`config.mk`:
```
export PLATFORM = sky130hd
export DESIGN_NAME = sce_level
export DESIGN_NICKNAME = d
export VERILOG_FILES = /design/src/hdl/sce_pkg.sv /design/src/hdl/sce_level.sv
export SDC_FILE = /design/constraint.sdc
export NUM_CORES = 1
export LEC_CHECK = 0
export ABC_CLOCK_PERIOD_IN_PS = 10550
export BUFFER_PORTS_ARGS = -buffer_cell sky130_fd_sc_hd__buf_4
export CORE_ASPECT_RATIO = 0.5
export CORE_UTILIZATION = 55
export CTS_CLUSTER_SIZE = 20
export DETAILED_ROUTE_END_ITERATION = 8
export PLACE_DENSITY = 0.92
export SLEW_MARGIN = 0
export SYNTH_ARGS = -nofsm -noshare
export SYNTH_HDL_FRONTEND = slang
export SYNTH_SLANG_ARGS = --single-unit
```
`constraint.sdc`:
```
create_clock -name clk -period 10.55 [get_ports clk]
set_input_delay 1.055 -clock clk [delete_from_list [all_inputs] [get_ports clk]]
set_output_delay 1.055 -clock clk [all_outputs]
set_load 0.05 [all_outputs]
```
`src/hdl/sce_pkg.sv`:
```
// Shared types, constants and compare helpers for the symmetric codebook encoder.
// No dependencies; every other file in hdl/ depends on this package.
`default_nettype none

package sce_pkg;

  // Field widths fixed by the item format
  localparam int VAL_W  = 32;
  localparam int IDX_W  = 11;
  localparam int CODE_W = 12;
  localparam int CB_W   = 4;

  localparam logic [VAL_W-1:0] SIGN_MASK = 32'h8000_0000;
  localparam logic [VAL_W-1:0] MAG_MASK  = 32'h7FFF_FFFF;
  localparam logic [VAL_W-1:0] EXP_INF   = 32'h7F80_0000;

  // Request mode codes
  localparam logic MODE_ENCODE = 1'b0;
  localparam logic MODE_STORE  = 1'b1;

  localparam logic [CB_W-1:0] CODE_BITS_RST = 4'd4;

  // One request as it travels down the search pipeline
  typedef struct packed {
    logic             valid;
    logic             mode;
    logic [VAL_W-1:0] x;
    logic [IDX_W-1:0] idx;
    logic             eov;
    logic [IDX_W-1:0] sub;
  } sce_item_t;

  function automatic logic is_nan(input logic [VAL_W-1:0] b);
    return (b & MAG_MASK) > EXP_INF;
  endfunction

  // IEEE test mag > bnd; mag is a non-negative, non-NaN magnitude
  function automatic logic mag_greater(input logic [VAL_W-1:0] mag,
                                       input logic [VAL_W-1:0] bnd);
    logic res;
    if (is_nan(bnd)) begin
      res = 1'b0;
    end else if ((bnd & SIGN_MASK) != '0) begin
      res = !(mag == '0 && (bnd & MAG_MASK) == '0);
    end else begin
      res = mag > bnd;
    end
    return res;
  endfunction

endpackage

`default_nettype wire

```
`src/hdl/sce_level.sv`:
```
// One binary search level: the boundary bank this level probes plus its stage register.
// Depends on sce_pkg.
`default_nettype none

module sce_level #(
  parameter int LV    = 11,
  parameter int LEVEL = 0
) (
  input  wire                      clk,
  input  wire                      rst_n,
  input  wire                      adv,
  input  wire [sce_pkg::CB_W-1:0]  bits_eff,
  input  sce_pkg::sce_item_t       item_i,
  output sce_pkg::sce_item_t       item_o
);
  import sce_pkg::*;

  localparam int AW    = (LEVEL == 0) ? 1 : LEVEL;
  localparam int DEPTH = 1 << AW;
  localparam int SH    = LV - 1 - LEVEL;
  localparam logic [IDX_W-1:0] STEP = IDX_W'(1 << SH);
  localparam logic [IDX_W-1:0] MASK = IDX_W'((1 << (SH + 1)) - 1);
  localparam logic [IDX_W-1:0] PAT  = IDX_W'((1 << SH) - 1);
  localparam logic [5:0]       ACT_MIN = 6'(LV + 1 - LEVEL);

  logic [VAL_W-1:0] mem [DEPTH];
  logic [VAL_W-1:0] bnd_r;
  sce_item_t        item_r;
  logic [AW-1:0]    rd_addr;
  logic [AW-1:0]    wr_addr;
  logic             wr_hit;
  logic             active;
  logic             gt;

  // Bank address: the top LEVEL bits of the running sub-code or the store index
  if (LEVEL == 0) begin : g_addr0
    assign rd_addr = '0;
    assign wr_addr = '0;
  end else begin : g_addr
    assign rd_addr = item_i.sub[LV-1 -: LEVEL];
    assign wr_addr = item_i.idx[LV-1 -: LEVEL];
  end

  // A store lands in this bank when its index is a probe point of this level
  assign wr_hit = item_i.valid && (item_i.mode == MODE_STORE)
                  && ((item_i.idx >> LV) == '0)
                  && ((item_i.idx & MASK) == PAT);

  // Write stores and register the probed boundary, both in request order
  always_ff @(posedge clk) begin
    if (adv) begin
      if (wr_hit) begin
        mem[wr_addr] <= item_i.x;
      end
      bnd_r <= mem[rd_addr];
    end
  end

  // Hold the request beside its boundary
  always_ff @(posedge clk) begin
    if (!rst_n) begin
      item_r.valid <= 1'b0;
    end else if (adv) begin
      item_r <= item_i;
    end
  end

  // Skip levels above the configured code size; NaN never moves
  assign active = !is_nan(item_r.x) && (6'(bits_eff) >= ACT_MIN);
  assign gt     = mag_greater(item_r.x & MAG_MASK, bnd_r);

  always_comb begin
    item_o = item_r;
    if (active && gt) begin
      item_o.sub = item_r.sub | STEP;
    end
  end

endmodule

`default_nettype wire

```
==> results.md, run 1 <==
* Layout cells sized above 1 at 35.4%
* Site Rows at 24
* Dpl ws at about 7.3 ns
* Max Cap Viol at 0
* Number of setup buffers added after CTS at 0
* Hold Path Cell Cnt at 0
* Synth cell types at 32
* # IOs at roughly 120
* Status: finished with violations
* R2R depth at 0
* Synth Net Count at approximately 430
* ANT nets after route at 0
* Post-DR vias/cell at 5.63
* PwrDens at 201 nW/um2
* Type of origin of the critical path: flop
* Period minus WS final at ~3.7 ns
* Crit path cell chain: ha_1 > nand4_1 > nor4_2 > a211o_1 > a31oi_1 > o41ai_2 > buf_4
* Port bufs at between 100 and 150
* First-pass GRT wire length at 17.3 mm
* Gpl congestion at around 0.84
* Worst hold slack at between 0.4 and 0.5 ns
* N_diodes at 0
* Final wirelength at roughly 11 mm
* Register area at 3620 um2
* Nets@finish at a little over 500
* Post-synthesis mux area share at 0%
* Avg Cell Area, Syn at 15.5 um2
* Area added between synthesis and finish at 24.0%
* Largest fanout on the critical path at 3
* RSZ-0062 raised after global routing: false
* Min-Delay Path Class: flop to flop
* Synth Warn # at 0
* CP max stage delay at between 0.4 and 0.5 ns
* Fmax at around 270 MHz
* CTS Buf Count at 17
* Layout fillers at 551
* DR iter-0 viols at 260
* CTS tree: built
* Mapped cell area at 5110 um2
* Final hold vios at 0
* Worst path slowest cell: nor4_2
* Dpl hpwl at roughly 7.2 mm
* Sequential share of the synthesized area at roughly 70%
* H-tree Lvls at 4
* Clk buf depth at 2
* Clock Skew at 0.00448 ns
* Initial core utilization at around 58%
* Worst-path clk slew at 0.05 ns
* Compound-Gate Fraction of Synth Area at 3.70%
* Slew HR at between 60% and 70%
* PnR worst setup slack at approximately 7 ns
* Antenna violations before repair at 0
* Critical path class: flop to output pin
* TritonRoute pass-1 iters at 7
* Setup TNS at 0 ns
* Hold-fix buffers at CTS at 0
* GRT Resource Usage Total at between 20% and 30%
* GR Overflow Total at 0
* CP required at between 9 and 10 ns
* Worst-margin pin slew at approximately 0.56 ns
* Multi-input gate area at roughly 950 um2
* Core ar. at roughly 9000 um2
* Combinational family with the most area after synthesis: buffers and inverters
* Number of remaining DRC errors at 4
* Maximum vdd drop at 0.150 mV
* Adder-cell share of the synthesized area at approximately 7.6%
* Fin. max-slew vios at 0
* Seq cells post-synth at around 120
* Post-synthesis simple-gate area fraction at under 10%
* Die height at around 70 um
* Synth Area in XOR/XNOR at 0%
* Final setup viols at 0
* Vias in the first global route at 3300
* Violated checks: DRC
* Largest net degree at the start of global routing at ~40
* Post-CTS Resized at 0
* Syn Inst Count at 330
* Worst Setup End Kind: output pin
* Fin crit share at roughly 35%
* Vias at 3059
* Arr. time, crit path at around 2.7 ns
* Root Buffer: clkbuf_16
* Leakage at 2.58 nW
* Routed len/inst at 20.3 um
* Die span in x at 138 um
* Total die area at ~9700 um2
* Clk_lat worst skew at 0.40 ns
* Clock sink count at between 100 and 150
[layout make-up]
cell class / instances / area share, %
multi-input combinational: 120 / 15.0
inverter: 33 / 1.95
clock inverter: 12 / 2.45
timing repair buffer: 120 / 14.2
sequential: 121 / 57.2
tap: 117 / 2.31
clock buffer: 20 / 6.89
[synth_stat cells]
| cell type | count | area share (%) |
|---|---|---|
| a211o_1 | 1 | 0.17 |
| a211oi_1 | 1 | 0.15 |
| a21boi_0 | 1 | 0.15 |
| a21o_1 | 4 | 0.59 |
| a21oi_1 | 12 | 1.2 |
| a221o_1 | 1 | 0.20 |
| a22oi_1 | 1 | 0.15 |
| a31oi_1 | 1 | 0.12 |
| and2_1 | 1 | 0.12 |
| and3_1 | 1 | 0.12 |
| buf_4 | 56 | 8.2 |
| dfxtp_1 | 1 | 0.39 |
| edfxtp_1 | 120 | 71 |
| ha_1 | 31 | 7.6 |
| inv_1 | 33 | 2.4 |
| nand2_1 | 12 | 0.88 |
| nand2b_1 | 1 | 0.12 |
| nand3_1 | 4 | 0.39 |
| nand4_1 | 13 | 1.6 |
| nand4b_1 | 1 | 0.17 |
| nand4b_4 | 1 | 0.47 |
| nor2_1 | 5 | 0.37 |
| nor3_1 | 3 | 0.29 |
| nor3b_1 | 1 | 0.15 |
| nor4_1 | 14 | 1.7 |
| nor4_2 | 1 | 0.24 |
| nor4_4 | 1 | 0.42 |
| o211ai_1 | 1 | 0.15 |
| o21ai_0 | 4 | 0.39 |
| o31ai_1 | 1 | 0.15 |
| o41ai_2 | 1 | 0.32 |
| or3_1 | 1 | 0.12 |
[final timing paths]
| check | slack [ns] | startpoint | end |
|---|---|---|---|
| worst max-delay path | 6.82 | item_o[36] | item_o[10] |
| worst min-delay path | 0.42 | mem[0][26] | bnd_r[26] |
| worst max register to register | 9.88 | mem[0][22] | bnd_r[22] |
| worst min register to register | 0.42 | mem[0][26] | bnd_r[26] |
[metrics by stage]
step | std cells | util (%) | total power [mW] | area (um2)
6_report | 543 | 71.5 | 1.28 | 6340
5_1_grt | 543 | 71.5 | 1.31 | 6340
4_1_cts | 543 | 71.5 | 1.28 | 6340
3_5_place_dp | 511 | 64.9 | 0.701 | 5750
3_3_place_gp | 511 | 64.9 | 0.695 | 5750
2_1_floorplan | 330 | - | 0.663 | 5110
[worst max-delay path: cells and delay by family (launching register included)]
| family | cells | cell delay, ns |
|---|---|---|
| adder cells (fa/ha/maj) | 1 | 0.36 |
| AO/OA/AOI/OAI | 3 | 0.54 |
| buffers and inverters | 1 | 0.25 |
| flip-flops | 1 | 0.45 |
| AND/OR/NAND/NOR | 2 | 0.67 |
[logic make-up after synthesis]
logic type	Yosys count
DFF	121
and+or+nand+nor	60
adders and majority gates	31
buffers and inverters	89
AOI/OAI and AO/OA	29
[sequential cells by signal (all words and copies together), names as in the netlist]
| signal | flops |
|---|---|
| item_r | 11 |
| bnd_r | 32 |
| item_o | 46 |
| mem | 32 |
[where the power goes]
group	switching [mW]	internal, mW	leakage, nW
Clock	0.191	0.390	0.291
Combinational	0.0873	0.0449	1.15
Sequential	0.0140	0.550	1.13
Total	0.293	0.984	2.58
[layer usage]
layer,up-vias,wire [um],track usage (%)
met4,0,361,13.7
met3,38,844,8.78
met1,1503,4500,29.1
met5,-,0,0
met2,163,5310,39.5
li1,1355,-,-
[cells in the final DEF (no fill, tap or decap), types with 2 or more instances in the layout]
| master | Yosys | layout |
|---|---|---|
| ha_1 | 31 | 31 |
| nor2_1 | 5 | 5 |
| clkinv_1 | 0 | 4 |
| nand3_1 | 4 | 4 |
| nand2_1 | 12 | 12 |
| nor3_1 | 3 | 3 |
| clkbuf_16 | 0 | 17 |
| edfxtp_1 | 120 | 120 |
| nor4_1 | 14 | 13 |
| nand4_1 | 13 | 13 |
| nor4_2 | 1 | 2 |
| a21o_1 | 4 | 4 |
| buf_4 | 56 | 120 |
| o21ai_0 | 4 | 4 |
| clkbuf_1 | 0 | 3 |
| inv_1 | 33 | 33 |
| bufinv_16 | 0 | 4 |
| clkinv_2 | 0 | 4 |
| a21oi_1 | 12 | 12 |
Note: power is estimated with default switching activity, not from simulation.
==> run 2, diff against run 1 <==
- ABC_AREA: unset -> 1
- ABC_CLOCK_PERIOD_IN_PS: 10550 -> 3800
- CORE_UTILIZATION: 55 -> 54
- PLACE_DENSITY: 0.92 -> 0.91
- clock period: 10.55 -> 3.8 ns (I/O delays scaled with it)
==> run 2 against run 1 <==
  * The run now ends clean
  * Sequential power increased to 2.8 times the previous value
  * Count of clock-buffer cells in the layout decreased by 2
  * Non-clock buffer count unchanged
  * First-iteration DRC count decreased by 13%
  * Core utilization decreased by 2.7 points
  * Wire length decreased by 6.8%
  * Highest routed layer unchanged
==> results.md, run 2 <==
* Area fraction of the dominant cell type after synthesis at 68.6% (-1.9 points)
* Multi-input gate area at 1050 um2 (+11%)
* CP max stage delay at 0.46 ns (about the same)
* Root Buffer: clkbuf_16
* TritonRoute pass-1 iters at 4 (-3)
* Synth cell count leaders: 120 x edfxtp_1, 56 x buf_4, 50 x nand2_1
* Number of setup buffers added after CTS at 0 (unchanged)
* Hold EP: item_r[4]
* Routed len/inst at 16.4 um (-19%)
* Final hold vios at 0 (unchanged)
* R2R Setup Slk at 3.16 ns (-6.72 ns)
* ANT nets after route at 0 (unchanged)
* Nets@finish at 574 (+13%)
* Setup TNS at 0 ns (unchanged)
* Number of flip-flops in the largest register at 46 (unchanged)
* Top FF cell, synth: edfxtp_1
* CP required at 3.42 ns (-6.08 ns)
* Clk_lat worst skew at 0.41 ns (about the same)
* PwrDens at 540 nW/um2 (+170%)
* Grt met3 use at 7.15% (-1.6 points)
* Maximum vdd drop at 0.432 mV (+190%)
* Site Rows at 25 (+4.2%)
* CTS Buf Count at 17 (unchanged)
* Slew HR at 18.7% (-44 points)
* Worst-margin pin slew at 1.22 ns (+0.662 ns)
* Reg2reg start: mem[0][19]
* # IOs at 121 (unchanged)
* Layout fillers at 666 (+21%)
* First-pass GRT wire length at 16.2 mm (-6.2%)
* Syn Inst Count at 396 (+20%)
* Final wirelength at 10.3 mm (-6.8%)
* Hold Path Cell Cnt at 1 (+1)
* Status: finished, final reports clean
* Hold-fix buffers at CTS at 0 (unchanged)
* GR Overflow Total at 0 (unchanged)
* Final setup viols at 0 (unchanged)
* Worst hold slack at 0.147 ns (-0.268 ns)
* PnR worst setup slack at 1.13 ns (-5.69 ns)
* Vias at 3152 (+3.0%)
* Fin crit share at a little over two thirds
* Sequential share of the synthesized area at 69.0% (-1.9 points)
* Most area-consuming cells after synthesis: edfxtp_1 69%, buf_4 8.0%, ha_1 7.4%
* Number of remaining DRC errors at 0 (-4)
* Most used routing layer: met2
* Post-CTS Resized at 0 (unchanged)
* Leakage at 2.73 nW (+5.7%)
* Seq cells post-synth at 121 (unchanged)
* Clock sink count at 121 (unchanged)
* CTS tree: built
* Arr. time, crit path at 2.29 ns (-0.38 ns)
* Type of origin of the critical path: flop
* Share of async-settable or async-resettable flops after synthesis at 0% (unchanged)
* Worst path slowest cell: edfxtp_1
* Clk buf depth at 2 (unchanged)
* Port bufs at 118 (unchanged)
* Worst Setup End Kind: output pin
* RSZ-0062 raised after global routing: false
* Most common cell in the netlist: edfxtp_1
* Min-Delay Path Class: primary input to flop
* Largest fanout on the critical path at 4 (+1)
* H-tree Lvls at 4 (unchanged)
* Max Cap Viol at 0 (unchanged)
* Die span in x at 141 um (+2.3%)
* GRT Resource Usage Total at 21.9% (-2.6 points)
* Synth cell types at 19 (-41%)
* Gpl congestion at 0.824 (-2.0%)
* Dpl hpwl at 7.09 mm (-2.0%)
* Synth Warn # at 0 (unchanged)
* Die height at 71.7 um (+2.3%)
* EDFF count, synth at 120 (unchanged)
* Area added between synthesis and finish at 23.8%
* Initial core utilization at 55.6% (-2.1 points)
* CP most frequent cell: nand2_1
* Fin. max-slew vios at 0 (unchanged)
* Synth Net Count at 491 (+16%)
* Met2 Usage GRT at 39.0% (-0.48 points)
* Avg Cell Area, Syn at 13.3 um2 (-14%)
* Core ar. at 9450 um2 (+6.6%)
* Synth area leader: edfxtp_1
* Period minus WS final at 2.67 ns
* Critical path class: flop to output pin
* N_diodes at 0 (unchanged)
* Most frequent cells in the layout: 120 x edfxtp_1, 120 x buf_4, 50 x nand2_1
* Mapped cell area at 5250 um2 (+2.8%)
* Worst-path clk slew at 0.05 ns (about the same)
* Crit path cell chain: ha_1 > nand2_1 > nor2_1 > nand4_1 > nor2_1 > nand2_1 > nand2_1 > nand2_1 > nand2_1 > nand2_1 > nand2_1 > buf_4
* Met1 Use GR at 24.0% (-5.1 points)
* Total die area at 10200 um2 (+4.6%)
* DR iter-0 viols at 225 (-13%)
* Post-DR vias/cell at 5.03 (-11%)
* Layout cells sized above 1 at 31.5% (-3.9 points)
* FF-to-FF End: bnd_r[19]
* R2R depth at 0 (unchanged)
* Largest net degree at the start of global routing at 57 (+39%)
* Worst hold path startpoint: item_i[4]
* Final Power at 3.52 mW (+180%)
* Clock Skew at 0.00536 ns (+0.000881 ns)
* Dpl ws at 1.58 ns (-5.70 ns)
* Fmax at between 300 and 400 MHz
* Antenna violations before repair at 0 (unchanged)
* Register area at 3620 um2 (unchanged)
* Utilization after layout at 68.8% (-2.7 points)
* Vias in the first global route at 3323 (+0.70%)
run 2: cell types whose count changed after synthesis, sizes merged, moves of 2 or more:
cell / delta
a21o: -3
nand3: +10
nor2: +30
or2: +5
inv: +13
nor3: +3
nor4: -13
o21ai: -2
nand2: +38
nand4b: -2
run 2: cell type report:
type	instances	area share, %
Clock buffer	18	6.60
Clock inverter	14	2.40
Inverter	46	2.65
Multi-Input combinational cell	173	16.2
Sequential cell	121	55.7
Tap cell	135	2.60
Timing Repair Buffer	120	13.9
run 2: worst max-delay path: cells and delay by family, from the launching register on:
family | cells | cell delay (ns)
and+or+nand+nor | 10 | 0.89
DFF | 1 | 0.46
adders and majority gates | 1 | 0.34
buffers and inverters | 1 | 0.19
run 2: stage by stage:
| step | cells | area, um2 |
|---|---|---|
| 6_report | 627 | 6500 |
| 5_1_grt | 627 | 6500 |
| 4_1_cts | 627 | 6500 |
| 3_5_place_dp | 595 | 5920 |
| 3_3_place_gp | 595 | 5920 |
| 2_1_floorplan | 396 | 5260 |
run 2: cell families (layout without fill, tap and decap cells):
kind of cell / Yosys count / count (layout) / share of synthesized area [%]
AOI/OAI and AO/OA: 16 / 16 / 1.62
adders and majority gates: 31 / 31 / 7.38
DFF: 121 / 121 / 69.0
and+or+nand+nor: 126 / 126 / 10.7
buffers and inverters: 102 / 198 / 11.3
run 2: metal layers:
metal	vias up	wire, um
met1	1507	4180
li1	1491	-
met5	-	0
met2	131	5210
met4	0	233
met3	23	644
run 2: worst max path at each step:
stage / start / end / slack (ns) / cells after the start
global placement: item_o[34] / item_o[10] / 1.67 / 12
floorplan: item_i[21] / mem[0][0] / 0.96 / 4
CTS: item_o[34] / item_o[10] / 1.14 / 14
finish: item_o[46] / item_o[10] / 1.13 / 12
global route: item_o[46] / item_o[10] / 0.90 / 12
detailed placement: item_o[34] / item_o[10] / 1.58 / 14
run 2: power by group:
group          total (mW)  switching [mW]  leakage [nW]  internal [mW]
logic               0.373           0.247          1.31          0.126
clock network        1.58           0.564         0.287           1.02
registers            1.56          0.0328          1.13           1.53
==> run 3, diff against run 2 <==
- ABC_CLOCK_PERIOD_IN_PS: 3800 -> 2700
- clock period: 3.8 -> 2.7 ns (I/O delays scaled with it)
==> run 3 against run 2 <==
  * Combinational power up 43%
  * Via count up 1.2%
  * Core utilization fell by 0.093 points
  * Die area did not move
  * Register-to-register slack lost 1.1 ns
  * Non-clock buffer count grew 3
  * Hold slack worse by 0.12 ns
  * Worst setup slack got worse by 0.99 ns
  * Sequential share of layout area grew 0.075 points
  * Critical path type unchanged
  * Largest power group is now sequential cells
  * Highest routed layer unchanged
==> results.md, run 3 (same netlist as run 2, synthesis figures left out) <==
* Status: finished, final reports clean
* Dpl ws at 0.648 ns (-0.929 ns)
* CP Launch Point: bnd_r[23]
* Die height at 71.7 um (unchanged)
* Multi-input gate area at 1050 um2 (+0.24%)
* Slew HR at 67.3% (+49 points)
* Hold-fix buffers at CTS at 0 (unchanged)
* Worst Setup End Kind: output pin
* Area added between synthesis and finish at 23.6%
* Placed Area at 5940 um2 (+0.34%)
* Largest fanout on the critical path at 2 (-2)
* Clk buf depth at 2 (unchanged)
* Number of flip-flops in the largest register at 46 (unchanged)
* Crit path cell chain: inv_1 > ha_1 > nand2_1 > nor2_2 > nand4_1 > nor2_1 > nand2_1 > nand2_1 > nand2_1 > nand2_1 > nand2_1 > nand2_1 > buf_4
* ANT nets after route at 0 (unchanged)
* Nets@finish at 577 (+0.52%)
* Setup TNS at 0 ns (unchanged)
* Finished Cell Area at 6490 um2 (-0.13%)
* Clk_lat worst skew at 0.41 ns (about the same)
* Arr. time, crit path at 2.29 ns (about the same)
* Min-Delay Path Class: primary input to flop
* Fin crit share at between 90 and 100%
* Layout cells sized above 1 at 31.0% (-0.53 points)
* DR iter-0 viols at 228 (+1.3%)
* Critical path class: flop to output pin
* Initial core utilization at 55.6% (unchanged)
* Final Power at 4.80 mW (+37%)
* Worst path slowest cell: edfxtp_1
* Vias at 3190 (+1.2%)
* Maximum vdd drop at 0.522 mV (+21%)
* Placed Cells at 596 (+0.17%)
* Vias in the first global route at 3313 (-0.30%)
* PwrDens at 739 nW/um2 (+37%)
* RSZ-0062 raised after global routing: false
* # IOs at 121 (unchanged)
* CP required at 2.43 ns (-0.99 ns)
* Fmax at approximately 390 MHz
* Final hold vios at 0 (unchanged)
* Post-DR vias/cell at 5.07 (+0.88%)
* Gpl congestion at 0.799 (-3.1%)
* Utilization after layout at 68.8% (-0.093 points)
* Type of origin of the critical path: flop
* CTS Buf Count at 17 (unchanged)
* Register area at 3620 um2 (unchanged)
* Die span in x at 141 um (unchanged)
* CP max stage delay at 0.40 ns (-0.06 ns)
* Core ar. at 9450 um2 (unchanged)
* Final wirelength at 10.5 mm (+1.9%)
* Leakage at 2.72 nW (-0.14%)
* Largest net degree at the start of global routing at 57 (unchanged)
* PnR worst setup slack at 0.142 ns (-0.991 ns)
* Fin. max-slew vios at 0 (unchanged)
* Non-filler cells, final at 629 (+0.32%)
* First-pass GRT wire length at 15.8 mm (-2.1%)
* Most common cell after layout, fill and taps aside: buf_4
* Total die area at 10200 um2 (unchanged)
* CP most frequent cell: nand2_1
* Dpl hpwl at 6.65 mm (-6.2%)
* H-tree Lvls at 4 (unchanged)
* GRT Resource Usage Total at 21.8% (-0.059 points)
* Period minus WS final at between 2 and 3 ns
* Antenna violations before repair at 0 (unchanged)
* Clock Skew at 0.00586 ns (+0.000494 ns)
* Worst hold slack at 0.0305 ns (-0.117 ns)
* Layout fillers at 618 (-7.2%)
* Number of remaining DRC errors at 0 (unchanged)
* Reg2reg start: mem[0][18]
* Site Rows at 25 (unchanged)
* Routed len/inst at 16.6 um (+1.6%)
* Final setup viols at 0 (unchanged)
* Most frequent cells in the layout: 122 x buf_4, 120 x edfxtp_1, 50 x nand2_1
* Worst-margin pin slew at 0.490 ns (-0.727 ns)
* Clock sink count at 121 (unchanged)
* TritonRoute pass-1 iters at 5 (+1)
* Root Buffer: clkbuf_16
* Worst-path clk slew at 0.05 ns (about the same)
* CTS tree: built
* Port bufs at 118 (unchanged)
* N_diodes at 0 (unchanged)
* Max Cap Viol at 0 (unchanged)
* Worst hold path startpoint: item_i[3]
* GR Overflow Total at 0 (unchanged)
==> run 3: per-layer routing <==
layer | track usage, % | vias to the layer above | part of all wire (%)
met5 | 0 | - | 0
met4 | 14.1 | 0 | 2.9
met2 | 36.8 | 153 | 50
met1 | 24.6 | 1514 | 40
li1 | - | 1497 | -
met3 | 6.82 | 26 | 7.0
==> run 3: layout make-up <==
| cell class | count | share of cell area, % |
|---|---|---|
| Sequential cell | 121 | 55.8 |
| Multi-Input combinational cell | 173 | 16.2 |
| Timing Repair Buffer | 123 | 14.4 |
| Clock buffer | 17 | 6.55 |
| Inverter | 46 | 2.66 |
| Tap cell | 135 | 2.60 |
| Clock inverter | 14 | 1.75 |
==> run 3: path summary, 6_finish.rpt <==
check,slack (ns),endpoint,cells past startpoint
max,0.14,item_o[10],13
min,0.03,item_r[3],1
max reg2reg,2.06,bnd_r[18],0
min reg2reg,0.41,bnd_r[0],0
==> run 3: repair_timing <==
item,4_1_cts,5_1_grt
gates resized for setup,0,1
endpoints found under the setup margin,0,1
buffers inserted,0,2
==> run 3: worst max-delay path, delay by kind of cell, from the launching register on <==
kind | cells | cell delay (ns)
simple gates | 10 | 0.88
fa+ha+maj | 1 | 0.31
buf+inv | 2 | 0.28
flops | 1 | 0.40
==> run 3: power by group <==
part / internal (mW) / total, mW / switching, mW
Clock: 1.32 / 2.08 / 0.760
Combinational: 0.182 / 0.532 / 0.350
Sequential: 2.15 / 2.19 / 0.0448
Total: 3.65 / 4.80 / 1.15
