**src/hdl/sce_pkg.sv**
```systemverilog
// Shared types, constants and compare helpers for the symmetric codebook encoder.
// No dependencies; every other file in hdl/ depends on this package.
`default_nettype none

package sce_pkg;

  // Field widths fixed by the item format
  localparam int VAL_W  = 32;
  localparam int IDX_W  = 11;
  localparam int CODE_W = 12;
  localparam int CB_W   = 4;

  localparam logic [VAL_W-1:0] SIGN_MASK = 32'h8000_0000;
  localparam logic [VAL_W-1:0] MAG_MASK  = 32'h7FFF_FFFF;
  localparam logic [VAL_W-1:0] EXP_INF   = 32'h7F80_0000;

  // Request mode codes
  localparam logic MODE_ENCODE = 1'b0;
  localparam logic MODE_STORE  = 1'b1;

  localparam logic [CB_W-1:0] CODE_BITS_RST = 4'd4;

  // One request as it travels down the search pipeline
  typedef struct packed {
    logic             valid;
    logic             mode;
    logic [VAL_W-1:0] x;
    logic [IDX_W-1:0] idx;
    logic             eov;
    logic [IDX_W-1:0] sub;
  } sce_item_t;

  function automatic logic is_nan(input logic [VAL_W-1:0] b);
    return (b & MAG_MASK) > EXP_INF;
  endfunction

  // IEEE test mag > bnd; mag is a non-negative, non-NaN magnitude
  function automatic logic mag_greater(input logic [VAL_W-1:0] mag,
                                       input logic [VAL_W-1:0] bnd);
    logic res;
    if (is_nan(bnd)) begin
      res = 1'b0;
    end else if ((bnd & SIGN_MASK) != '0) begin
      res = !(mag == '0 && (bnd & MAG_MASK) == '0);
    end else begin
      res = mag > bnd;
    end
    return res;
  endfunction

endpackage

`default_nettype wire

```
**src/hdl/sce_if.sv**
```systemverilog
// Valid/ready channel interfaces for the encoder's request and result streams.
// Depends on sce_pkg for field widths.
`default_nettype none


interface sce_out_if;
  logic                        valid;
  logic                        ready;
  logic [sce_pkg::CODE_W-1:0]  code;
  logic                        last_code;

  modport source (output valid, code, last_code, input ready);
  modport sink   (input valid, code, last_code, output ready);
endinterface

`default_nettype wire

```
**src/hdl/sce_out.sv**
```systemverilog
// Sign fold and result register with the pipeline advance control.
// Depends on sce_pkg and sce_out_if.
`default_nettype none

module sce_out (
  input  wire                      clk,
  input  wire                      rst_n,
  input  wire [sce_pkg::CB_W-1:0]  bits_eff,
  input  sce_pkg::sce_item_t       item_i,
  output logic                     adv,
  sce_out_if.source                res
);
  import sce_pkg::*;

  logic              out_valid_r;
  logic [CODE_W-1:0] code_r;
  logic              last_r;
  logic [CODE_W-1:0] half;
  logic [CODE_W-1:0] sub_ext;
  logic              nonneg;
  logic [CODE_W-1:0] code_nxt;

  // Advance the whole pipeline unless a result waits here
  assign adv = !out_valid_r || res.ready;

  // Fold the sign back around the middle of the codebook
  assign half     = CODE_W'(1) << (bits_eff - CB_W'(1));
  assign sub_ext  = CODE_W'(item_i.sub);
  assign nonneg   = !is_nan(item_i.x)
                    && (((item_i.x & SIGN_MASK) == '0) || ((item_i.x & MAG_MASK) == '0));
  assign code_nxt = nonneg ? (half + sub_ext) : (half - CODE_W'(1) - sub_ext);

  // Drop stores; register encodes
  always_ff @(posedge clk) begin
    if (!rst_n) begin
      out_valid_r <= 1'b0;
    end else if (adv) begin
      out_valid_r <= item_i.valid && (item_i.mode == MODE_ENCODE);
      code_r      <= code_nxt;
      last_r      <= item_i.eov;
    end
  end

  assign res.valid     = out_valid_r;
  assign res.code      = code_r;
  assign res.last_code = last_r;

endmodule

`default_nettype wire

```
**src/flat_wrapper.sv**
```systemverilog
// flat-port wrapper written by rule: the top's interface ports become plain ports
module sce_out_flat import sce_pkg::*;
  (clk, rst_n, bits_eff, item_i, adv, res_valid, res_code, res_last_code, res_ready);
  sce_out_if res_i ();
  input  wire clk;
  input  wire rst_n;
  input  wire [sce_pkg::CB_W-1:0] bits_eff;
  input  sce_pkg::sce_item_t item_i;
  output logic adv;
  output wire logic [$bits(res_i.valid)-1:0] res_valid;
  output wire logic [$bits(res_i.code)-1:0] res_code;
  output wire logic [$bits(res_i.last_code)-1:0] res_last_code;
  input wire logic [$bits(res_i.ready)-1:0] res_ready;
  assign res_valid = res_i.valid;
  assign res_code = res_i.code;
  assign res_last_code = res_i.last_code;
  assign res_i.ready = res_ready;
  sce_out u_core (.clk(clk), .rst_n(rst_n), .bits_eff(bits_eff), .item_i(item_i), .adv(adv), .res(res_i));
endmodule
```
**config.mk**
```make
export PLATFORM = sky130hd
export DESIGN_NAME = sce_out_flat
export DESIGN_NICKNAME = d
export VERILOG_FILES = /design/src/hdl/sce_pkg.sv /design/src/hdl/sce_if.sv /design/src/hdl/sce_out.sv /design/src/flat_wrapper.sv
export SDC_FILE = /design/constraint.sdc
export NUM_CORES = 1
export LEC_CHECK = 0
export BUFFER_PORTS_ARGS = -buffer_cell sky130_fd_sc_hd__buf_2
export CORE_ASPECT_RATIO = 1.5
export CORE_MARGIN = 3
export CORE_UTILIZATION = 48
export DETAILED_ROUTE_END_ITERATION = 10
export MAX_ROUTING_LAYER = met4
export PLACE_DENSITY = 0.88
export SLEW_MARGIN = 40
export SYNTH_ARGS = -nofsm -noshare
export SYNTH_HDL_FRONTEND = slang
export SYNTH_SLANG_ARGS = --single-unit
```
**constraint.sdc**
```tcl
create_clock -name clk -period 4.2 [get_ports clk]
set_clock_uncertainty 0.2 [all_clocks]
set_input_delay 0.84 -clock clk [delete_from_list [all_inputs] [get_ports clk]]
set_output_delay 0.84 -clock clk [all_outputs]
set_load 0.005 [all_outputs]
```
==> results of run 1 <==
## tightest hold or removal path: stages, from the launching register on
cell      delay, ns
dfxtp_1        0.30
nand2b_1       0.09
a21boi_0       0.08
## where the power goes
part           total, uW  switching [uW]  internal (uW)
combinational        140            73.4           66.9
clock                107            40.0           66.7
sequential           173            2.41            170
total                420             116            304
## flip-flops by register name (all words and copies together), names as in the netlist
signal,cells
u_core.res.code,12
u_core.res.valid,1
u_core.res.last_code,1
## cell usage after synthesis, drive strengths merged, types with 2 or more instances
cell type,count
nor3,9
inv,19
xnor2,13
a2111oi,3
o311ai,2
o31ai,3
buf,3
or2b,2
a21o,3
a21oi,12
fa,2
or2,4
a311oi,2
and3,2
ha,21
and2,3
xor2,2
nand4,5
nor2b,3
edfxtp,13
nand2,12
a31oi,2
nand3,4
nor2,16
clkbuf,2
o21ai,11
a211oi,3
a21boi,2
nand2b,7
nor4,7
## logic make-up (layout without fill, tap and decap cells)
group,Yosys count,in the layout
and+or+nand+nor,77,77
adders and majority gates,24,24
buffers and inverters,24,91
xor gates and xnor gates,15,15
DFF,14,14
muxes,2,2
AOI/OAI and AO/OA,50,50
## final timing paths
path	to	slack, ns	cells after the start
worst max-delay path	u_core.res.code[11]	0.52	12
worst min-delay path	u_core.res.valid	0.33	2
worst max register to register	u_core.res.code[9]	2.77	2
worst min register to register	u_core.res.valid	0.33	2
## metal layers
| metal | GRT usage [%] | up-vias |
|---|---|---|
| met5 | - | - |
| met4 | 8.52 | 0 |
| met3 | 1.77 | 8 |
| met2 | 32.7 | 73 |
| met1 | 19.6 | 788 |
| li1 | - | 890 |
## area by class of cell
cell class                 count  area share [%]
inverter                      19            3.27
multi-input combinational    168            57.7
tap                           42            2.41
clock buffer                   4            2.06
timing repair buffer          68            15.7
sequential                    14            18.8
## placed cells by master (no fill, tap or decap), drive strengths merged, types with 3 or more instances in the layout
| cell | netlist | layout |
|---|---|---|
| a2111oi | 3 | 3 |
| a211oi | 3 | 3 |
| a21o | 3 | 3 |
| a21oi | 12 | 12 |
| and2 | 3 | 3 |
| buf | 3 | 68 |
| clkbuf | 2 | 4 |
| edfxtp | 13 | 13 |
| ha | 21 | 21 |
| inv | 19 | 19 |
| nand2 | 12 | 12 |
| nand2b | 7 | 7 |
| nand3 | 4 | 4 |
| nand4 | 5 | 5 |
| nor2 | 16 | 16 |
| nor2b | 3 | 3 |
| nor3 | 9 | 9 |
| nor4 | 7 | 7 |
| o21ai | 11 | 11 |
| o31ai | 3 | 3 |
| or2 | 4 | 4 |
| xnor2 | 13 | 13 |
## through the flow
step	util [%]	area (um^2)	total power [uW]	hold WS, ns	worst slack [ns]
2_1_floorplan	-	1760	260	0.336	0.716
3_3_place_gp	61.4	2140	312	0.302	0.337
3_5_place_dp	61.4	2140	316	0.328	0.289
4_1_cts	62.7	2180	424	0.334	0.535
5_1_grt	62.7	2180	447	0.383	0.339
6_report	62.7	2180	420	0.327	0.522
==> out/summary.md, run 1 <==
The flow ran to the end, and the final reports show no timing, DRC or antenna violations. Summing the areas of all compound-gate instances in the mapped netlist gives 21.6% of the synthesized area. The run gives 0 as the quantity of hold-fixing buffers added after cts.

The core region is 3480 um^2. The total number of clock tree sinks is 14, and the number of pins with negative max-slew slack in the final report is 0. The congestion estimate from routability-driven global placement came to 0.852.

The tools report the multi-input gate area in the final layout as 1260 um^2. The maximum number of pins on one net before global-route repair came out at 22. The kind of cell with the highest combined delay on the critical path was compound AO/OA/AOI/OAI gates.

The tools report the post-route setup TNS as 0 ns. Number of flops mapped to enable cells by yosys: 13. The logs give 64.8% for the tightest slew margin relative to the limit and 0 for the Yosys warning count.

For this block, the via count after detailed routing is 1759. The worst-case IR drop observed on VDD is 158 uV. Once layout is complete, the cells apart from fillers number 315. For the worst setup path, the data required time is 3.98 ns. The number of hold violations in the final report came out at 0. In this run the most critical hold path is launched from u_core.res.valid. Of the total synthesized cell area, the portion taken by XOR and XNOR cells is 7.45%. Summed over all instances, the cell type with the most area after synthesis is edfxtp_1.

Wire length of the first global-routing pass: 6440 um. By startpoint and endpoint, the worst setup path is classified as in -> reg. Cells with a size suffix above 1 make up 31.1% of the layout. After detailed routing, the met2 layer carries 1910 um of wire. The startpoint identified for the worst register-to-register timing path is u_core.res.valid. The number of placed instances, taps included is 311. For the H-tree depth, the log shows 1. By area, the combinational part of the netlist is dominated by simple AND/OR/NAND/NOR gates. The run gives 23.3% as the sequential element share of the synthesized area. For this design, the slowest cell found on the critical path is or3_1. For the worst-skew pair, the clock arrives at the later sink with an insertion delay of 0.23 ns.

Clock-pin slew was measured on the worst setup and hold paths at 0.05 ns. The transition time at the pin with the least slew margin was 0.528 ns; the number of cells produced by synthesis was 206. The die is 55.5 um wide. The tools report the number of buffers inserted to repair setup after CTS as 0.

The topmost layer with routed signal wires was met4. The run gives 1632 as the number of global-route vias before repair. The synthesized design contains 14 register bits. Wire length the detailed router placed on met1: 1580 um. The tools report the kind of capture point of the worst setup path as a flip-flop. For the initial standard-cell utilization of the core, the log shows 50.7%.

For this run, the slowest stage of the critical path takes 0.40 ns. Among all flip-flop cells after synthesis, the most frequent one is edfxtp_1. The combined area of all synthesized cells was 1760 um^2; the sum of buffers and inverters on the critical path was 2. After synthesis, the share of cell area in mux cells is 1.21%. For this run, design rule violations remaining after detail routing come to 0.

Setup repair after global routing left no endpoint under its margin. The total iterations of the first detailed-routing run was 4. The sequential cells in the finished layout cover a total of 410 um^2. After Yosys synthesis, full adders, half adders and majority gates account for 17.8% of the synthesized area.

In this run the remaining antenna-violating nets after routing total 0. Yosys attributes the largest share of cell area to edfxtp_1 (22%), ha_1 (15%), xnor2_1 (6.5%). The net count of the finished layout is 361.

The min-delay analysis places its worst path in the category reg -> reg. TritonCTS built the clock tree. Setup violations remaining at the end of the flow were counted as 0. Synthesis produced a netlist with a net count of 293. Initial antenna violation count: 0.

Master cell of the clock root buffer: clkbuf_8. For this design the top-level I/O count stands at 79. The final wirelength is 3850 um. The repair_antennas step left the layout with diodes totalling 0. STA puts the critical path data arrival time at 3.46 ns.

The kind of start point of the critical path was an input port. Traced cell by cell, the critical path runs through buf_2 -> nand2b_1 -> or3_1 -> inv_1 -> ha_1 -> nor2b_1 -> o311ai_1 -> a21oi_1 -> maj3_2 -> a2111oi_2 -> o32ai_2 -> xor2_1. The average footprint of a synthesized cell was 8.56 um^2; the number of CTS-inserted buffers was 3. Once the clock tree was built, the resizer swapped 0 gates to a different size. The worst-path maximum fanout was 8. The vertical die dimension was 80.3 um; the area growth from synthesis to layout was 23.7%.

The worst path uses 87.6% of the clock period. Using the TritonRoute via totals, the vias-per-cell ratio works out to 5.58. Counting distinct cell types in the post-synthesis netlist gives 53.

After detailed routing, the average wire length per cell comes to 12.2 um. The final critical-path required period was 3.68 ns; the cell row count was 26. The DRC violation total after the first TritonRoute iteration came out at 33. Static timing analysis puts the maximum clock frequency at 272 MHz.

The count of maximum capacitance violations was 0. Share of synthesized cell area in and, or, nand and nor gates: 23.3%. Power spread over the standard cell area amounts to 192 nW/um^2.

The portion of synthesized cell area occupied by the leading cell type was 22.1%. Global routing consumed, over all layers together, 18.0% of the routing resources. The post-synthesis async set-or-reset flop share is 0%. Summed over all nets, the half-perimeter wirelength after detailed placement is 3390 um. Summed over all layers, the global routing overflow is 0. For the met3 wire length, the log shows 261 um.

The count of buffers added on input and output ports is 67. For the floorplan die area, the log shows 4450 um^2. The clock passes through at most 2 buffers. The final-layout fill cell count was 313.

Leakage power total: 0.00104 uW. Tracing the worst setup path back leads to its startpoint at bits_eff[2].
Power figures use the tool's default switching activity.
==> inputs of run 2 (changes only) <==
--- a/config.mk
+++ b/config.mk
@@ -8,10 +8,11 @@
 export BUFFER_PORTS_ARGS = -buffer_cell sky130_fd_sc_hd__buf_2
 export CORE_ASPECT_RATIO = 1.5
 export CORE_MARGIN = 3
-export CORE_UTILIZATION = 48
+export CORE_UTILIZATION = 52
 export DETAILED_ROUTE_END_ITERATION = 10
+export GPL_ROUTABILITY_DRIVEN = 0
 export MAX_ROUTING_LAYER = met4
-export PLACE_DENSITY = 0.88
+export PLACE_DENSITY = 0.94
 export SLEW_MARGIN = 40
 export SYNTH_ARGS = -nofsm -noshare
 export SYNTH_HDL_FRONTEND = slang
==> constraint.sdc (replaced) <==
create_clock -name clk -period 4.7 [get_ports clk]
set_clock_uncertainty 0.2 [all_clocks]
set_input_delay 0.94 -clock clk [delete_from_list [all_inputs] [get_ports clk]]
set_output_delay 0.94 -clock clk [all_outputs]
set_load 0.005 [all_outputs]
==> run 2 against run 1 <==
  * Critical path depth is the same
  * Non-clock buffer count shrank 1
  * Count of clock-buffer cells in the layout stayed put
  * Core utilization grew 5.7 points
  * Routed wire length increased by 8.0%
  * Critical path type unchanged
  * Highest routed layer unchanged
==> out/summary.md, run 2 (same netlist as run 1, synthesis figures left out) <==
The run finished with clean final reports. Clock latency on the worst-skew pair, taken at its later pin, is 0.24 ns. Setup repair after global routing left no endpoint under its margin.

From synthesis to final layout, the design area changed by 23.7%. Summing all non-filler instances in the final layout gives an area of 2180 um^2. In this run, post-CTS hold repair placed 0 buffers. The tools report the area of the core as 3190 um^2. Detailed placement ended at an HPWL of 3590 um. After global routing the overflow that remains totals 0. For the count of maximum capacitance violations, the log shows 0. For the H-tree depth, the log shows 1. The minimum setup slack after placement is 0.582 ns. The first detailed-routing pass took 4 iterations. IR analysis of the VDD net gives a maximum drop of 125 uV. From bottom edge to top edge, the die measures 77.3 um. The final wirelength is 4150 um, and the final critical-path required period is 3.86 ns. Setup slack after layout: 0.841 ns. Kind of start point of the critical path: an input port. The worst path uses 82.1% of the clock period. The master cell of the clock root buffer is clkbuf_8. The share of cells above drive strength 1 is 31.3%. The wire length per cell was 13.3 um; the instance area after placement was 2130 um^2. The final-layout fill cell count was 268; the flip-flop count of the largest register, all copies and words added was 12. The run gives 0 as the initial antenna violation count. The library cell used most frequently in the layout, excluding fill and tap cells, is buf_2.

Static timing analysis puts the maximum clock frequency at 259 MHz. After layout, the design draws a total of 393 uW. For the tightest slew margin relative to the limit, the log shows 56.2%. The post-route setup TNS was 0 ns. The data required time at the worst endpoint was 4.48 ns; the DRC violation total after the first TritonRoute iteration was 37. At the pin with the least slew margin, the transition time is 0.656 ns. For this run, the total global-route usage over all layers was measured as 22.2%. For this design, the sink count on the clock tree is 14. Post-CTS repair changed the size of 0 cells.

Traced cell by cell, the critical path runs through buf_2 -> nand2b_1 -> or3_1 -> inv_1 -> ha_1 -> nor2b_1 -> o311ai_1 -> a21oi_1 -> maj3_2 -> a2111oi_2 -> o32ai_2 -> xor2_1. Row generation in the floorplan step produced 25 rows. The net count of the finished layout is 360.

The tools report the number of standard cells in the layout, taps in and fillers out as 312. Ratio of routed vias to standard cells: 5.88. For the number of pins with negative max-slew slack in the final report, the log shows 0. The repair_antennas step left the layout with diodes totalling 0. The number of global-route vias before repair was 1758; the CTS clock-pin slew for the worst setup and hold paths was 0.05 ns. The number of CTS-inserted buffers is 3, and the horizontal die dimension is 53.6 um.

The tools report the number of vias in the routed layout as 1835. Counting along the longest clock path gives a buffer depth of 2. For this configuration, the core starts out at a cell density of 55.3%.

For the worst setup path, the data arrival time is 3.64 ns. The count of buffers added on input and output ports is 67. For the count of unresolved DRC violations after routing, the log shows 0.

The count of nets left with antenna violations once routing finished came out at 0. Worst-path maximum fanout: 8. During I/O placement, the number of pins put on the boundary was 79. TritonCTS built the clock tree. Entering global routing, the biggest net connects 22 pins. The tools report the number of buffers inserted to repair setup after CTS as 0. Worst min-delay path class: reg -> reg.

The number of hold violations in the final report is 0, and the highest cell delay on the worst timing path is 0.43 ns. In the layout the commonest cells are buf_2 (67), ha_1 (21), inv_1 (18). The worst setup path is captured at a flip-flop. In this run the power density over the cells is 180 nW/um^2.

The run gives 4140 um^2 as the floorplan die area. The tools report the final-report setup violation count as 0. Path type of the worst setup path: in -> reg. The first global-routing pass estimated 6930 um of wire. Cell with the largest stage delay on the worst path: a2111oi_2. The analysis attributes to cell leakage a power of 0.00104 uW.

The number of placed instances, taps included was 308.
[run 2: cell types whose count changed in the layout (fill, tap and decap cells not counted), sizes merged]
cell and delta:
buf -1
[run 2: metrics by stage]
step                      hold WS [ns]  utilization [%]
after floorplan                  0.336                -
after global placement           0.302             66.7
after detailed placement         0.355             66.7
after CTS                        0.381             68.4
after global routing             0.396             68.4
final                            0.357             68.4
[run 2: cell type report]
cell class | count | area [um^2] | share of cell area, %
Multi-Input combinational cell | 168 | 1260 | 57.7
Sequential cell | 14 | 410 | 18.8
Timing Repair Buffer | 67 | 335 | 15.4
Inverter | 19 | 71.3 | 3.27
Clock buffer | 4 | 55.1 | 2.52
Tap cell | 40 | 50.0 | 2.29
[run 2: routing by layer]
layer	up-vias	routed length [um]	track usage (%)
met3	19	315	1.92
met2	100	2180	39.1
met4	0	165	13.0
li1	891	-	-
met1	825	1490	22.7
met5	-	0	-
[run 2: path summary, 6_finish.rpt]
| path | cells after the start | slack [ns] | endpoint | start |
|---|---|---|---|---|
| hold reg to reg | 2 | 0.36 | u_core.res.valid | u_core.res.valid |
| hold / removal | 2 | 0.36 | u_core.res.valid | u_core.res.valid |
| setup / recovery | 12 | 0.84 | u_core.res.code[11] | bits_eff[2] |
| setup reg to reg | 2 | 3.27 | u_core.res.code[9] | u_core.res.valid |
[run 2: critical path, delay by kind of cell]
family	cells	cell delay [ns]
compound gates	4	1.05
simple gates	3	0.65
fa+ha+maj	2	0.52
buf+inv	2	0.29
xor+xnor	1	0.19
[run 2: power breakdown]
group          switching [uW]  internal (uW)  total (uW)  leakage (uW)
clock network            37.9           74.0         112     0.0000288
registers                2.13            152         154      0.000135
logic                    67.1           59.1         126      0.000873
total                     107            285         393       0.00104
==> inputs of run 3 (changes only) <==
--- a/config.mk
+++ b/config.mk
@@ -8,11 +8,11 @@
 export BUFFER_PORTS_ARGS = -buffer_cell sky130_fd_sc_hd__buf_2
 export CORE_ASPECT_RATIO = 1.5
 export CORE_MARGIN = 3
-export CORE_UTILIZATION = 52
+export CORE_UTILIZATION = 48
 export DETAILED_ROUTE_END_ITERATION = 10
 export GPL_ROUTABILITY_DRIVEN = 0
 export MAX_ROUTING_LAYER = met4
-export PLACE_DENSITY = 0.94
+export PLACE_DENSITY = 0.88
 export SLEW_MARGIN = 40
 export SYNTH_ARGS = -nofsm -noshare
 export SYNTH_HDL_FRONTEND = slang
==> constraint.sdc (replaced) <==
create_clock -name clk -period 3.9 [get_ports clk]
set_clock_uncertainty 0.2 [all_clocks]
set_input_delay 0.78 -clock clk [delete_from_list [all_inputs] [get_ports clk]]
set_output_delay 0.78 -clock clk [all_outputs]
set_load 0.005 [all_outputs]
==> run 3 against run 2 <==
  * Global-route usage fell by 3.4 points
  * Sequential share of layout area fell by 0.065 points
  * Register-to-register slack got worse by 0.81 ns
  * Routed wire length fell by 5.3%
  * Clock power rose by 4%
==> out/summary.md, run 3 (same netlist as run 1, synthesis figures left out) <==
The die is 80.3 um tall. Clock latency on the worst-skew pair, taken at its later pin, is 0.24 ns. The tools report the instance area after placement as 2140 um^2. For the cell row count, the log shows 26. Summed over all nets, the switching power comes to 127 uW. The total number of clock tree sinks came out at 14. The arrival time at the worst endpoint is 3.29 ns, and the H-tree depth is 1.

Cells with a size suffix above 1 make up 31.4% of the layout. The worst hold path passes through 2 cells. The flow ran to the end, and the final reports show no timing, DRC or antenna violations. The first detailed-routing pass ran for 4 iterations. The run gives 0 ns as the post-route setup TNS. The highest achievable clock rate came out at 285 MHz. The quantity of hold-fixing buffers added after cts was 0. STA classifies the critical path endpoint as a flip-flop. Leaving out filler cells and counting taps, the final layout contains 316.

Tightest hold margin: 0.335 ns. Path type of the worst setup path: in -> reg. The area of the core was 3480 um^2; the number of buffers inserted to repair setup after CTS was 0. In this run, the number of DRC markers left after iteration 0 of detailed routing was 48. The initial antenna violation count is 0. In this run the remaining antenna-violating nets after routing total 0. The tools report the reg2reg setup slack as 2.46 ns. The number of gates resized after CTS was 0. Broken down by cell family, the worst path's largest delay share belongs to compound AO/OA/AOI/OAI gates. For the number of global-route vias before repair, the log shows 1668.

The power density relative to cell area was 208 nW/um^2; the post-route core utilization was 62.9%. The register with the most flip-flops in the layout has 12 of them. The master cell of the clock root buffer was clkbuf_8. The relative contribution of combinational cells to total power came out at 33.5%. Clock tree synthesis inserted a total of 3 buffers. TritonCTS built the clock tree. For this design the static power due to leakage is 0.00104 uW. The critical path goes through buf_2 -> nand2b_1 -> or3_1 -> inv_1 -> ha_1 -> nor2b_1 -> o311ai_1 -> a21oi_1 -> maj3_2 -> a2111oi_2 -> o32ai_2 -> xor2_1. The internal power summed over all cells came out at 328 uW. For the pin with the worst max-slew slack, the measured transition is 0.539 ns. The tools report the capture endpoint of the worst hold path as u_core.res.valid. The top cell types in the final layout, fill and taps aside, are buf_2 (67), ha_1 (21), inv_1 (18). In the finished design, the share of the clock period the worst path needs comes to 90.0%. Across every metal layer, demand over resource in global routing totals 18.8%.

After detailed routing, the average wire length per cell comes to 12.4 um. On the critical path, the stage with the largest delay is an instance of a2111oi_2. The worst-path maximum fanout was 8; the number of vias in the routed layout was 1772. Beginning of the worst register-to-register path: u_core.res.valid. The count of buffers added on input and output ports is 67. The run gives 25.6% as the clock group share of total power. The count of maximum capacitance violations is 0, and the number of ports placed on the die boundary is 79. Setup repair after global routing left no endpoint under its margin.

Per report_power, the sequential group accounts for 40.8% of the total. Once the floorplan was initialized, standard cells occupied 50.7% of the core. Horizontal die dimension: 55.5 um. The number of buffers on the longest clock path was 2. Tightest slew margin relative to the limit: 64.1%.

The count of nets after finishing is 362. The most common cell after layout, fill and taps aside was buf_2. After global routing the overflow that remains totals 0. The highest cell delay on the worst timing path came out at 0.39 ns. Summed over all nets, the half-perimeter wirelength after detailed placement is 3510 um. After clock tree synthesis, the clock-pin slew on the worst setup and hold paths is 0.05 ns.

Data required time at the worst endpoint: 3.68 ns. The final-layout fill cell count came out at 316. Final critical-path required period: 3.51 ns.

The endpoint of the lowest-slack register-to-register path is u_core.res.code[6]. The final layout contains routed wiring with a total length of 3930 um. In this run the worst hold path is classified as reg -> reg. The number of pins with negative max-slew slack in the final report is 0, and the area growth from synthesis to layout is 24.1%.

The logs give 22 for the maximum number of pins on one net before global-route repair and 0 for the number of hold violations in the final report. The run gives 2190 um^2 as the final standard cell area without fillers. The run gives 0 as the count of unresolved DRC violations after routing. The tools report the wire length of the first global-routing pass as 6840 um. STA classifies the critical path startpoint as an input port. The worst vdd rail ir drop was 185 uV; the path length in cells of the critical path was 12. Using the TritonRoute via totals, the vias-per-cell ratio works out to 5.61.

For the worst flop-to-flop path, the logic depth is 2. The switching share of power was 27.9%; the sum of buffers and inverters on the critical path was 2. The floorplan step defined a die boundary enclosing 4450 um^2. The final-report setup violation count was 0. The worst hold path begins at u_core.res.valid. The antenna diode instance count came out at 0.

For the number of placed instances, taps included, the log shows 312.
[run 3: changes by cell type in the layout (fill, tap and decap cells not counted)]
cell	delta
buf_4	+2
clkbuf_1	+1
clkbuf_8	-1
[run 3: tightest hold or removal path: stages (launching register included)]
cell and delay, ns:
dfxtp_1 0.31, nand2b_1 0.09, a21boi_0 0.09
[run 3: routing by layer]
metal / GRT usage (%) / up-vias / share of wire (%)
met4: 8.03 / 0 / 3.3
met5: - / - / 0
met1: 21.1 / 792 / 40
li1: - / 894 / -
met3: 1.93 / 13 / 7.2
met2: 33.8 / 73 / 49
[run 3: stage by stage]
stage / setup WS, ns / total power, uW
after global routing: 0.214 / 485
final: 0.390 / 455
after global placement: 0.178 / 337
after floorplan: 0.476 / 280
after CTS: 0.381 / 459
after detailed placement: 0.127 / 342
[run 3: cell type report]
class / count / area [um^2] / share of cell area (%)
multi-input cells: 168 / 1260 / 57.5
clock buffers: 4 / 45.0 / 2.06
flip-flops and latches: 14 / 410 / 18.7
inverters: 19 / 71.3 / 3.26
well taps: 42 / 52.6 / 2.40
repair buffers: 69 / 350 / 16.0
[run 3: how the worst max path moves through the flow]
stage	from	endpoint
2_1_floorplan	bits_eff[2]	u_core.res.code[11]
3_3_place_gp	bits_eff[2]	u_core.res.code[11]
3_5_place_dp	bits_eff[2]	u_core.res.code[11]
4_1_cts	bits_eff[2]	u_core.res.code[11]
5_1_grt	bits_eff[2]	u_core.res.code[11]
6_report	bits_eff[2]	u_core.res.code[11]
[run 3: power by group through the flow]
stage	registers [uW]	clock network (uW)	logic, uW
6_report	186	117	153
5_1_grt	188	126	171
4_1_cts	186	120	153
3_5_place_dp	189	0	153
3_3_place_gp	189	0	148
2_1_floorplan	192	0	88.4
